## config.mk

```make
export PLATFORM = sky130hd
export DESIGN_NAME = sqr_cordic
export DESIGN_NICKNAME = d
export VERILOG_FILES = /design/src/rtl/sqr_pkg.sv /design/src/rtl/sqr_cordic.sv
export SDC_FILE = /design/constraint.sdc
export NUM_CORES = 2
export LEC_CHECK = 0
export BUFFER_PORTS_ARGS = -buffer_cell sky130_fd_sc_hd__buf_2
export CORE_UTILIZATION = 50
export DETAILED_ROUTE_END_ITERATION = 16
export PLACE_DENSITY = 0.74
export SLEW_MARGIN = 5
export SYNTH_ARGS = -nofsm -noshare
export SYNTH_HDL_FRONTEND = slang
export SYNTH_SLANG_ARGS = --single-unit
```

## constraint.sdc

```tcl
create_clock -name clk -period 18.25 [get_ports clk]
set_input_delay 3.65 -clock clk [delete_from_list [all_inputs] [get_ports clk]]
set_output_delay 3.65 -clock clk [all_outputs]
set_load 0.02 [all_outputs]
```

## src/rtl/sqr_pkg.sv

```systemverilog
// shared types, constants and tables for the sprite quad rotator
package sqr_pkg;

    // field widths
    localparam int POS_BITS   = 20;
    localparam int ANGLE_BITS = 16;
    localparam int WIDTH_W    = 10;
    localparam int OFFSET_W   = 11;
    localparam int CFG_W      = 11;
    localparam int CFG_IDX_W  = 2;

    // center coordinate, wide enough for position plus half size plus offset
    localparam int CTR_W = ((POS_BITS > 16) ? POS_BITS : 16) + 2;

    // signed pixel offset of a corner from the center
    localparam int PIX_W = WIDTH_W + 1;

    // sine and cosine in Q1.14
    localparam int TRIG_W   = 16;
    localparam int TRIG_ONE = 16384;

    // products of pixel offsets and Q1.14 trig values
    localparam int PROD_W    = PIX_W + TRIG_W;
    localparam int SUM_W     = PROD_W + 1;
    localparam int ROT_SHIFT = 14 - 4;
    localparam int ROT_W     = 16;

    // cordic datapath
    localparam int CORDIC_ITERS    = 16;
    localparam int ITERS_PER_STAGE = 2;
    localparam int CORDIC_STAGES   = CORDIC_ITERS / ITERS_PER_STAGE;
    localparam int XY_W            = 34;
    localparam int Z_W             = 32;
    localparam int PHASE_W         = 30;
    localparam logic signed [XY_W-1:0] CORDIC_X0 = XY_W'(652032874);
    localparam logic signed [XY_W-1:0] CORDIC_RND = XY_W'(32768);
    localparam int CORDIC_OUT_SHIFT = 16;

    // configuration register indexes
    typedef enum logic [CFG_IDX_W-1:0] {
        REG_QUAD_WIDTH  = 2'd0,
        REG_QUAD_HEIGHT = 2'd1,
        REG_OFFSET_X    = 2'd2,
        REG_OFFSET_Y    = 2'd3
    } cfg_reg_t;

    // input item
    typedef struct packed {
        logic signed [POS_BITS-1:0]   pos_x;
        logic signed [POS_BITS-1:0]   pos_y;
        logic        [ANGLE_BITS-1:0] angle;
    } in_item_t;

    // result item
    typedef struct packed {
        logic signed [POS_BITS-1:0] corner0_x;
        logic signed [POS_BITS-1:0] corner0_y;
        logic signed [POS_BITS-1:0] corner1_x;
        logic signed [POS_BITS-1:0] corner1_y;
        logic signed [POS_BITS-1:0] corner2_x;
        logic signed [POS_BITS-1:0] corner2_y;
        logic signed [POS_BITS-1:0] corner3_x;
        logic signed [POS_BITS-1:0] corner3_y;
    } out_item_t;

    // arctangent table, 2^32 per turn
    function automatic logic signed [Z_W-1:0] atan_entry(input int unsigned idx);
        logic signed [Z_W-1:0] val;
        case (idx)
            0:       val = 32'sh20000000;
            1:       val = 32'sh12E4051E;
            2:       val = 32'sh09FB385B;
            3:       val = 32'sh051111D4;
            4:       val = 32'sh028B0D43;
            5:       val = 32'sh0145D7E1;
            6:       val = 32'sh00A2F61E;
            7:       val = 32'sh00517C55;
            8:       val = 32'sh0028BE53;
            9:       val = 32'sh00145F2F;
            10:      val = 32'sh000A2F98;
            11:      val = 32'sh000517CC;
            12:      val = 32'sh00028BE6;
            13:      val = 32'sh000145F3;
            14:      val = 32'sh0000A2FA;
            15:      val = 32'sh0000517D;
            default: val = '0;
        endcase
        return val;
    endfunction

endpackage

```

## src/rtl/sqr_cordic.sv

```systemverilog
// pipelined rotation-mode cordic giving Q1.14 cosine and sine of a binary angle
module sqr_cordic
    import sqr_pkg::*;
#(
    parameter int TAG_W = 2 * CTR_W
)
(
    input  logic                     clk,
    input  logic                     rst_n,
    input  logic                     in_valid,
    output logic                     in_stall,
    input  logic [ANGLE_BITS-1:0]    in_angle,
    input  logic [TAG_W-1:0]         in_tag,
    output logic                     out_valid,
    input  logic                     out_stall,
    output logic signed [TRIG_W-1:0] out_cos,
    output logic signed [TRIG_W-1:0] out_sin,
    output logic [TAG_W-1:0]         out_tag
);

    // iteration stage registers
    logic [CORDIC_STAGES-1:0] it_valid_reg;
    logic signed [XY_W-1:0]   x_reg    [CORDIC_STAGES];
    logic signed [XY_W-1:0]   y_reg    [CORDIC_STAGES];
    logic signed [Z_W-1:0]    z_reg    [CORDIC_STAGES];
    logic [1:0]               quad_reg [CORDIC_STAGES];
    logic [TAG_W-1:0]         tag_reg  [CORDIC_STAGES];

    logic signed [XY_W-1:0]   x_next   [CORDIC_STAGES];
    logic signed [XY_W-1:0]   y_next   [CORDIC_STAGES];
    logic signed [Z_W-1:0]    z_next   [CORDIC_STAGES];

    // final rounding stage
    logic                     fin_valid_reg;
    logic signed [TRIG_W-1:0] cos_reg;
    logic signed [TRIG_W-1:0] sin_reg;
    logic [TAG_W-1:0]         fin_tag_reg;
    logic signed [TRIG_W-1:0] cos_next;
    logic signed [TRIG_W-1:0] sin_next;

    // stage load enables, a stage loads when empty or when it drains
    logic [CORDIC_STAGES:0] adv;

    // starting angle inside the quadrant
    logic signed [Z_W-1:0] z_start;
    logic [1:0]            quad_start;

    assign z_start    = {2'b00, in_angle[ANGLE_BITS-3:0], {(PHASE_W-ANGLE_BITS+2){1'b0}}};
    assign quad_start = in_angle[ANGLE_BITS-1:ANGLE_BITS-2];

    // stall chain from the output back to the input
    always_comb
    begin
        adv[CORDIC_STAGES] = !fin_valid_reg || !out_stall;
        for (int s = CORDIC_STAGES - 1; s >= 0; s--)
        begin
            adv[s] = !it_valid_reg[s] || adv[s+1];
        end
    end

    assign in_stall = !adv[0];

    // iteration stages, two micro-rotations each
    for (genvar s = 0; s < CORDIC_STAGES; s++)
    begin : g_stage
        logic signed [XY_W-1:0] x_src;
        logic signed [XY_W-1:0] y_src;
        logic signed [Z_W-1:0]  z_src;
        logic                   v_src;
        logic [1:0]             quad_src;
        logic [TAG_W-1:0]       tag_src;

        if (s == 0)
        begin : g_first
            assign x_src    = CORDIC_X0;
            assign y_src    = '0;
            assign z_src    = z_start;
            assign v_src    = in_valid;
            assign quad_src = quad_start;
            assign tag_src  = in_tag;
        end
        else
        begin : g_rest
            assign x_src    = x_reg[s-1];
            assign y_src    = y_reg[s-1];
            assign z_src    = z_reg[s-1];
            assign v_src    = it_valid_reg[s-1];
            assign quad_src = quad_reg[s-1];
            assign tag_src  = tag_reg[s-1];
        end

        // micro-rotations of this stage
        always_comb
        begin
            logic signed [XY_W-1:0] xa;
            logic signed [XY_W-1:0] ya;
            logic signed [XY_W-1:0] xs;
            logic signed [XY_W-1:0] ys;
            logic signed [Z_W-1:0]  za;
            xa = x_src;
            ya = y_src;
            za = z_src;
            for (int k = 0; k < ITERS_PER_STAGE; k++)
            begin
                xs = xa >>> (s * ITERS_PER_STAGE + k);
                ys = ya >>> (s * ITERS_PER_STAGE + k);
                if (!za[Z_W-1])
                begin
                    xa = xa - ys;
                    ya = ya + xs;
                    za = za - atan_entry(s * ITERS_PER_STAGE + k);
                end
                else
                begin
                    xa = xa + ys;
                    ya = ya - xs;
                    za = za + atan_entry(s * ITERS_PER_STAGE + k);
                end
            end
            x_next[s] = xa;
            y_next[s] = ya;
            z_next[s] = za;
        end

        // valid bit
        always_ff @(posedge clk or negedge rst_n)
        begin
            if (!rst_n)
            begin
                it_valid_reg[s] <= 1'b0;
            end
            else if (adv[s])
            begin
                it_valid_reg[s] <= v_src;
            end
        end

        // payload
        always_ff @(posedge clk)
        begin
            if (adv[s])
            begin
                x_reg[s]    <= x_next[s];
                y_reg[s]    <= y_next[s];
                z_reg[s]    <= z_next[s];
                quad_reg[s] <= quad_src;
                tag_reg[s]  <= tag_src;
            end
        end
    end

    // round to Q1.14, clamp to plus or minus one, fold the quadrant back in
    always_comb
    begin
        logic signed [XY_W-1:0]   xr;
        logic signed [XY_W-1:0]   yr;
        logic signed [TRIG_W-1:0] c;
        logic signed [TRIG_W-1:0] sn;
        xr = (x_reg[CORDIC_STAGES-1] + CORDIC_RND) >>> CORDIC_OUT_SHIFT;
        yr = (y_reg[CORDIC_STAGES-1] + CORDIC_RND) >>> CORDIC_OUT_SHIFT;
        if (xr > XY_W'(TRIG_ONE))
            c = TRIG_W'(TRIG_ONE);
        else if (xr < -XY_W'(TRIG_ONE))
            c = -TRIG_W'(TRIG_ONE);
        else
            c = xr[TRIG_W-1:0];
        if (yr > XY_W'(TRIG_ONE))
            sn = TRIG_W'(TRIG_ONE);
        else if (yr < -XY_W'(TRIG_ONE))
            sn = -TRIG_W'(TRIG_ONE);
        else
            sn = yr[TRIG_W-1:0];
        case (quad_reg[CORDIC_STAGES-1])
            2'd0:
            begin
                cos_next = c;
                sin_next = sn;
            end
            2'd1:
            begin
                cos_next = -sn;
                sin_next = c;
            end
            2'd2:
            begin
                cos_next = -c;
                sin_next = -sn;
            end
            default:
            begin
                cos_next = sn;
                sin_next = -c;
            end
        endcase
    end

    // output stage valid
    always_ff @(posedge clk or negedge rst_n)
    begin
        if (!rst_n)
        begin
            fin_valid_reg <= 1'b0;
        end
        else if (adv[CORDIC_STAGES])
        begin
            fin_valid_reg <= it_valid_reg[CORDIC_STAGES-1];
        end
    end

    // output stage payload
    always_ff @(posedge clk)
    begin
        if (adv[CORDIC_STAGES])
        begin
            cos_reg     <= cos_next;
            sin_reg     <= sin_next;
            fin_tag_reg <= tag_reg[CORDIC_STAGES-1];
        end
    end

    assign out_valid = fin_valid_reg;
    assign out_cos   = cos_reg;
    assign out_sin   = sin_reg;
    assign out_tag   = fin_tag_reg;

endmodule

```

# After elaboration in Yosys (flattened, before gate mapping)
# Memories as Yosys holds them, arrays and structs flattened. A register that Yosys moved wholly into a read port is not among the register bits.
# Cells that the tools add are included.
# word_totals
reg_bits,41
latchBits,0
mem_bits_rw,1168
romBits,0
input_bits,64
word_cells,231
memories,5
# mem_list
name,words,width,read_ports,rd_ports_with_merged_regs,wr,line,rtl
tag_reg,8,44,8,1,8,sqr_cordic.sv:27,logic [TAG_W-1:0] tag_reg [CORDIC_STAGES];
x_reg,8,34,8,0,8,sqr_cordic.sv:23,logic signed [XY_W-1:0] x_reg [CORDIC_STAGES];
y_reg,8,34,8,0,8,sqr_cordic.sv:24,logic signed [XY_W-1:0] y_reg [CORDIC_STAGES];
z_reg,8,32,7,0,8,sqr_cordic.sv:25,logic signed [Z_W-1:0] z_reg [CORDIC_STAGES];
quad_reg,8,2,8,0,8,sqr_cordic.sv:26,logic [1:0] quad_reg [CORDIC_STAGES];
# classes
n_addsub,91
multipliers,0
div,0
order_cmp,4
eq_ne,2
shift,0
mux,97
bitwise,0
reduce_logical,21
# ops
op,count
two-way mux 32 bit,45
two-way mux 34 bit,28
adder 32 bit,14
subtractor 32 bit,14
one-hot mux 16 bit (3 select lines),2
adder 34 x 17 -> 34 bit (second input constant),2
adder 34 x 19 -> 34 bit,2
adder 34 x 20 -> 34 bit,2
adder 34 x 21 -> 34 bit,2
adder 34 x 22 -> 34 bit,2
adder 34 x 23 -> 34 bit,2
adder 34 x 24 -> 34 bit,2
adder 34 x 25 -> 34 bit,2
adder 34 x 26 -> 34 bit,2
adder 34 x 27 -> 34 bit,2
adder 34 x 28 -> 34 bit,2
adder 34 x 29 -> 34 bit,2
adder 34 x 30 -> 34 bit,2
adder 34 x 31 -> 34 bit,2
adder 34 x 32 -> 34 bit,2
subtractor 34 x 19 -> 34 bit,2
subtractor 34 x 20 -> 34 bit,2
subtractor 34 x 21 -> 34 bit,2
subtractor 34 x 22 -> 34 bit,2
24 further kinds,74

# Logic depth before layout (Yosys ltp)
# logic_depth
depth_word,12
depth_mapped,36
mapped_depth_nobuf,35

# Worst setup path before layout
# Ideal clock, no wire load.
# synth_timing
path_type,input port to output port
from,input port out_stall
to,output port in_stall
t_arrival_ns,10.884
required_time_ns,14.600
slack_ns,3.716
cell_stages,6
cell_sequence,and3_1 > and3_1 > nand3_1 > nor2_1 > nand3_1 > inv_1
# synth_via
elab_chain_cells,11
# synth_lines
element,line,rtl
"start, declared",sqr_cordic.sv:15,"input logic out_stall,"
zero test 1 bit,sqr_cordic.sv:54,adv[CORDIC_STAGES] = !fin_valid_reg || !out_stall;
logical OR 1 bit,sqr_cordic.sv:54,
logical OR 1 bit (5 in a row),sqr_cordic.sv:57,adv[s] = !it_valid_reg[s] || adv[s+1];
via adv[3],sqr_cordic.sv:42,logic [CORDIC_STAGES:0] adv;
logical OR 1 bit (3 in a row),sqr_cordic.sv:57,
zero test 1 bit,sqr_cordic.sv:61,assign in_stall = !adv[0];
"end, declared",sqr_cordic.sv:11,"output logic in_stall,"
# The timed path passes the listed nets, and every way through them passes these cells.

# Worst setup path after layout
# Ends and elaborated chain as after synthesis.

==> results.md <==
| Quantity | Value | Unit |
| --- | --- | --- |
| Run status | complete, no violations | - |
| Worst setup slack after layout | 8.11 | ns |
| Parity-gate share of the synthesized area counting xor and xnor cells | 13.7 | % |
| Cell at the root of the clock tree | sky130_fd_sc_hd__clkbuf_16 | - |
| Placed Area | 113,000 | sq um |
| Avg Cell Area, Syn | 8.97 | sq um |
| Count of buffers added by post-CTS timing repair for setup | 0 | - |
| Compound-Gate Fraction of Synth Area | 22.2 | % |
| EDFF count, synth | 1,094 | - |
| Global route overflow | 0 | - |
| Clock-pin transition on the worst setup and hold timing paths | 0.06 | ns |
| Total iterations of the first detailed-routing run | 8 | - |
| Aggregate global-route resource usage | 25.5 | % |
| Share of post-route cells with drive strength above 1 | 4.99 | % |
| Total number of clock tree sinks | 1,103 | - |
| Synth Register Bits | 1,103 | - |
| Share of synthesized area spent on multiplexers | 0.792 | % |
| Number of cells produced by synthesis | 12,200 | - |
| Vert. Die Dim | 470 | um |
| Count of port buffers added during placement | 141 | - |
| Largest buffer count on any clock path | 3 | - |
| Layout Cell Area excl Fill | 118,000 | sq um |
| Setup repair after global routing missed its margin | false | - |
| Max reg flops | 352 | - |
| Number of ports placed on the die boundary | 142 | - |
| Headroom to the max-slew limit | 20.7 | % |
| Largest area contributor in the netlist | sky130_fd_sc_hd__edfxtp_1 | - |
| Adder-Cell Fraction of Synth Area | 15.2 | % |
| Number of standard cells in the final layout excluding fillers | 15,200 | - |
| Number of pins with negative max-slew slack in the final report | 0 | - |
| PostCTS Resize Cnt | 0 | - |
| Warning count from the yosys run | 0 | - |
| Distinct cell type count after synthesis | 111 | - |
| Max-cap viol count | 0 | - |
| Worst endpoint data arrival time | 6.49 | ns |
| Average detailed-routed wire length per instance | 19.3 | um |
| Accumulated negative setup slack | 0 | ns |
| Share of the yosys chip area belonging to registers | 30.2 | % |
| TritonCTS clock tree | done | - |
| Slew of the pin with the lowest slew margin | 1.18 | ns |
| Count of standard-cell rows | 171 | - |
| Clock network latency to the later pin of the worst-skew pair | 0.82 | ns |
| Core outline area | 218,000 | sq um |
| Number of instances in the placed design | 15,000 | - |
| Final weighted congestion in routability-driven placement | 0.973 | - |
| Via count | 91,900 | - |
| First-pass GRT wire length | 459 | mm |
| Maximum number of pins on one net before global-route repair | 97 | - |
| Req. time, crit path | 14.60 | ns |
| Number of antenna violations at the first check in global routing | 10 | - |
| Worst-case setup slack after placement | 8.16 | ns |
| Share of async-settable or async-resettable flops after synthesis | 0.816 | % |
| Initial Util | 50.4 | % |
| HP Class | reg2reg | - |
| Filler instances | 19,600 | - |
| TritonCTS buffer count | 120 | - |
| Post-Syn Nets | 13,600 | - |
| Area fraction of the dominant cell type after synthesis | 30.0 | % |
| Final cycle utilization of the critical path | 55.6 | % |
| Count of endpoints failing setup in the final report | 0 | - |
| Maximum operating frequency | 98.6 | MHz |
| Nets@finish | 13,600 | - |
| Crit path time final | 10.14 | ns |
| Placed wire-length estimate after detailed placement | 232 | mm |
| Final Hold Viols | 0 | - |
| P&R area growth vs syn | 7.24 | % |
| Final wirelength | 293 | mm |
| Vias in the first global route | 85,000 | - |
| Number of buffers added to fix hold violations after cts | 0 | - |
| Post-detailed-route DRC marker count | 0 | - |
| Via count normalized by instance count | 6.03 | - |
| Antenna-violating nets left | 0 | - |
| Post-synthesis instance area | 110,000 | sq um |
| H-tree depth | 3 | - |
| Ys flop type | sky130_fd_sc_hd__edfxtp_1 | - |
| Horizontal extent of the die | 470 | um |
| Dominant combinational cell family by area after synthesis | compound AO/OA/AOI/OAI gates | - |
| Die outline area | 221,000 | sq um |
| CP Max Fanout | 29 | - |
| Endpoint class of the critical path | output port | - |
| Top area cells in the synthesized netlist | sky130_fd_sc_hd__edfxtp_1 30%, sky130_fd_sc_hd__ha_1 15%, sky130_fd_sc_hd__xnor2_1 9.3% | - |
| Path type of the worst setup path | in2out | - |
| Simple-gate area share of the yosys netlist | 15.3 | % |
| Clock tree skew after final layout | 0.0679 | ns |
| Startpoint class of the critical path | input port | - |
| Count of routing violations after the opening detailed-route iteration | 7,175 | - |
## Yosys cell counts, types with 25 or more instances
cell type / instances
sky130_fd_sc_hd__nand4_1: 93
sky130_fd_sc_hd__o21bai_1: 121
sky130_fd_sc_hd__a211oi_1: 101
sky130_fd_sc_hd__and4_1: 25
sky130_fd_sc_hd__a311oi_1: 33
sky130_fd_sc_hd__ha_1: 1274
sky130_fd_sc_hd__a21oi_1: 1229
sky130_fd_sc_hd__buf_1: 29
sky130_fd_sc_hd__inv_1: 548
sky130_fd_sc_hd__nor2b_1: 186
sky130_fd_sc_hd__nand2_1: 700
sky130_fd_sc_hd__mux2i_1: 44
sky130_fd_sc_hd__a31o_2: 39
sky130_fd_sc_hd__o211ai_1: 75
sky130_fd_sc_hd__xor2_1: 534
sky130_fd_sc_hd__o21ai_0: 713
sky130_fd_sc_hd__o31a_1: 49
sky130_fd_sc_hd__a21o_1: 517
sky130_fd_sc_hd__mux2_2: 38
sky130_fd_sc_hd__nor3b_1: 37
sky130_fd_sc_hd__and2_1: 89
sky130_fd_sc_hd__and3_1: 123
sky130_fd_sc_hd__nand3_1: 244
sky130_fd_sc_hd__nand2b_1: 192
sky130_fd_sc_hd__a41oi_1: 35
sky130_fd_sc_hd__fa_1: 34
sky130_fd_sc_hd__clkbuf_1: 232
sky130_fd_sc_hd__o2111ai_1: 27
sky130_fd_sc_hd__a2111oi_0: 30
sky130_fd_sc_hd__or3_1: 78
sky130_fd_sc_hd__nor2_1: 1058
sky130_fd_sc_hd__o31ai_1: 85
sky130_fd_sc_hd__nand3b_1: 34
sky130_fd_sc_hd__nor3_1: 285
sky130_fd_sc_hd__a21boi_0: 75
sky130_fd_sc_hd__edfxtp_1: 1094
sky130_fd_sc_hd__xnor2_1: 1159
sky130_fd_sc_hd__o41ai_1: 32
sky130_fd_sc_hd__o21a_1: 222
sky130_fd_sc_hd__a31oi_1: 159
sky130_fd_sc_hd__or4_1: 35
sky130_fd_sc_hd__or2_2: 72
sky130_fd_sc_hd__a211o_1: 32
sky130_fd_sc_hd__nor4_1: 73
## through the flow
| step | hold WS, ns | util [%] |
|---|---|---|
| after floorplan | 0.400 | - |
| after CTS | 0.391 | 54.0 |
| after global routing | 0.398 | 54.0 |
| after global placement | 0.400 | 52.1 |
| final | 0.393 | 54.0 |
| after detailed placement | 0.405 | 52.1 |
## critical path: stages
cell,delay (ns)
sky130_fd_sc_hd__buf_2,0.11
sky130_fd_sc_hd__and3_1,0.26
sky130_fd_sc_hd__and3_1,0.57
sky130_fd_sc_hd__nand3_4,0.44
sky130_fd_sc_hd__nor2_1,0.69
sky130_fd_sc_hd__nand3_4,0.40
sky130_fd_sc_hd__inv_1,0.16
sky130_fd_sc_hd__buf_2,0.18
## layer usage
metal  wire, um  track usage [%]
met5          0                0
met4      11700             9.75
met3      17700             2.99
met2     136000             42.6
met1     128000             33.7
## logic make-up after synthesis
group                      Yosys count
AOI/OAI and AO/OA                 3809
xor gates and xnor gates          1702
adders and majority gates         1308
buffers and inverters              819
DFF                               1103
muxes                               82
and+or+nand+nor                   3401
## final timing paths
check                               start          endpoint  slack, ns  cells after the start
setup reg to reg             x_reg[1][85]     x_reg[1][135]       8.13                     30
max in group asynchronous           rst_n   it_valid_reg[7]      15.19                      1
min in group asynchronous           rst_n  g_stage[5].v_src       2.75                      1
setup / recovery                out_stall          in_stall       8.11                      8
hold reg to reg            tag_reg[6][33]    tag_reg[7][33]       0.39                      0
hold / removal             tag_reg[6][33]    tag_reg[7][33]       0.39                      0
## layout by cell type, fill, tap and decap left out, types with 120 or more instances in the layout
master                         n
sky130_fd_sc_hd__nor2_1     1058
sky130_fd_sc_hd__buf_2       141
sky130_fd_sc_hd__xor2_1      534
sky130_fd_sc_hd__and3_1      123
sky130_fd_sc_hd__o21bai_1    121
sky130_fd_sc_hd__a21oi_1    1229
sky130_fd_sc_hd__xnor2_1    1159
sky130_fd_sc_hd__nand2_1     696
sky130_fd_sc_hd__edfxtp_1   1094
sky130_fd_sc_hd__o21a_1      222
sky130_fd_sc_hd__o21ai_0     711
sky130_fd_sc_hd__nand2b_1    192
sky130_fd_sc_hd__a21o_1      517
sky130_fd_sc_hd__clkbuf_16   120
sky130_fd_sc_hd__inv_1       543
sky130_fd_sc_hd__nor2b_1     186
sky130_fd_sc_hd__ha_1       1274
sky130_fd_sc_hd__nand3_1     242
sky130_fd_sc_hd__a31oi_1     159
sky130_fd_sc_hd__nor3_1      285
## layout make-up
cell class	count	area [sq um]	share of cell area [%]
multi-input combinational	10300	73600	62.6
sequential	1103	33100	28.1
tap	2854	3570	3.04
clock buffer	135	3060	2.60
inverter	555	2090	1.78
clock inverter	92	1130	0.959
timing repair buffer	187	1050	0.894
antenna	8	20.0	0.0170
Power is left out: the tool's default activity adds up to more than one toggle a clock period on the data nets, which glitch-free logic cannot reach.
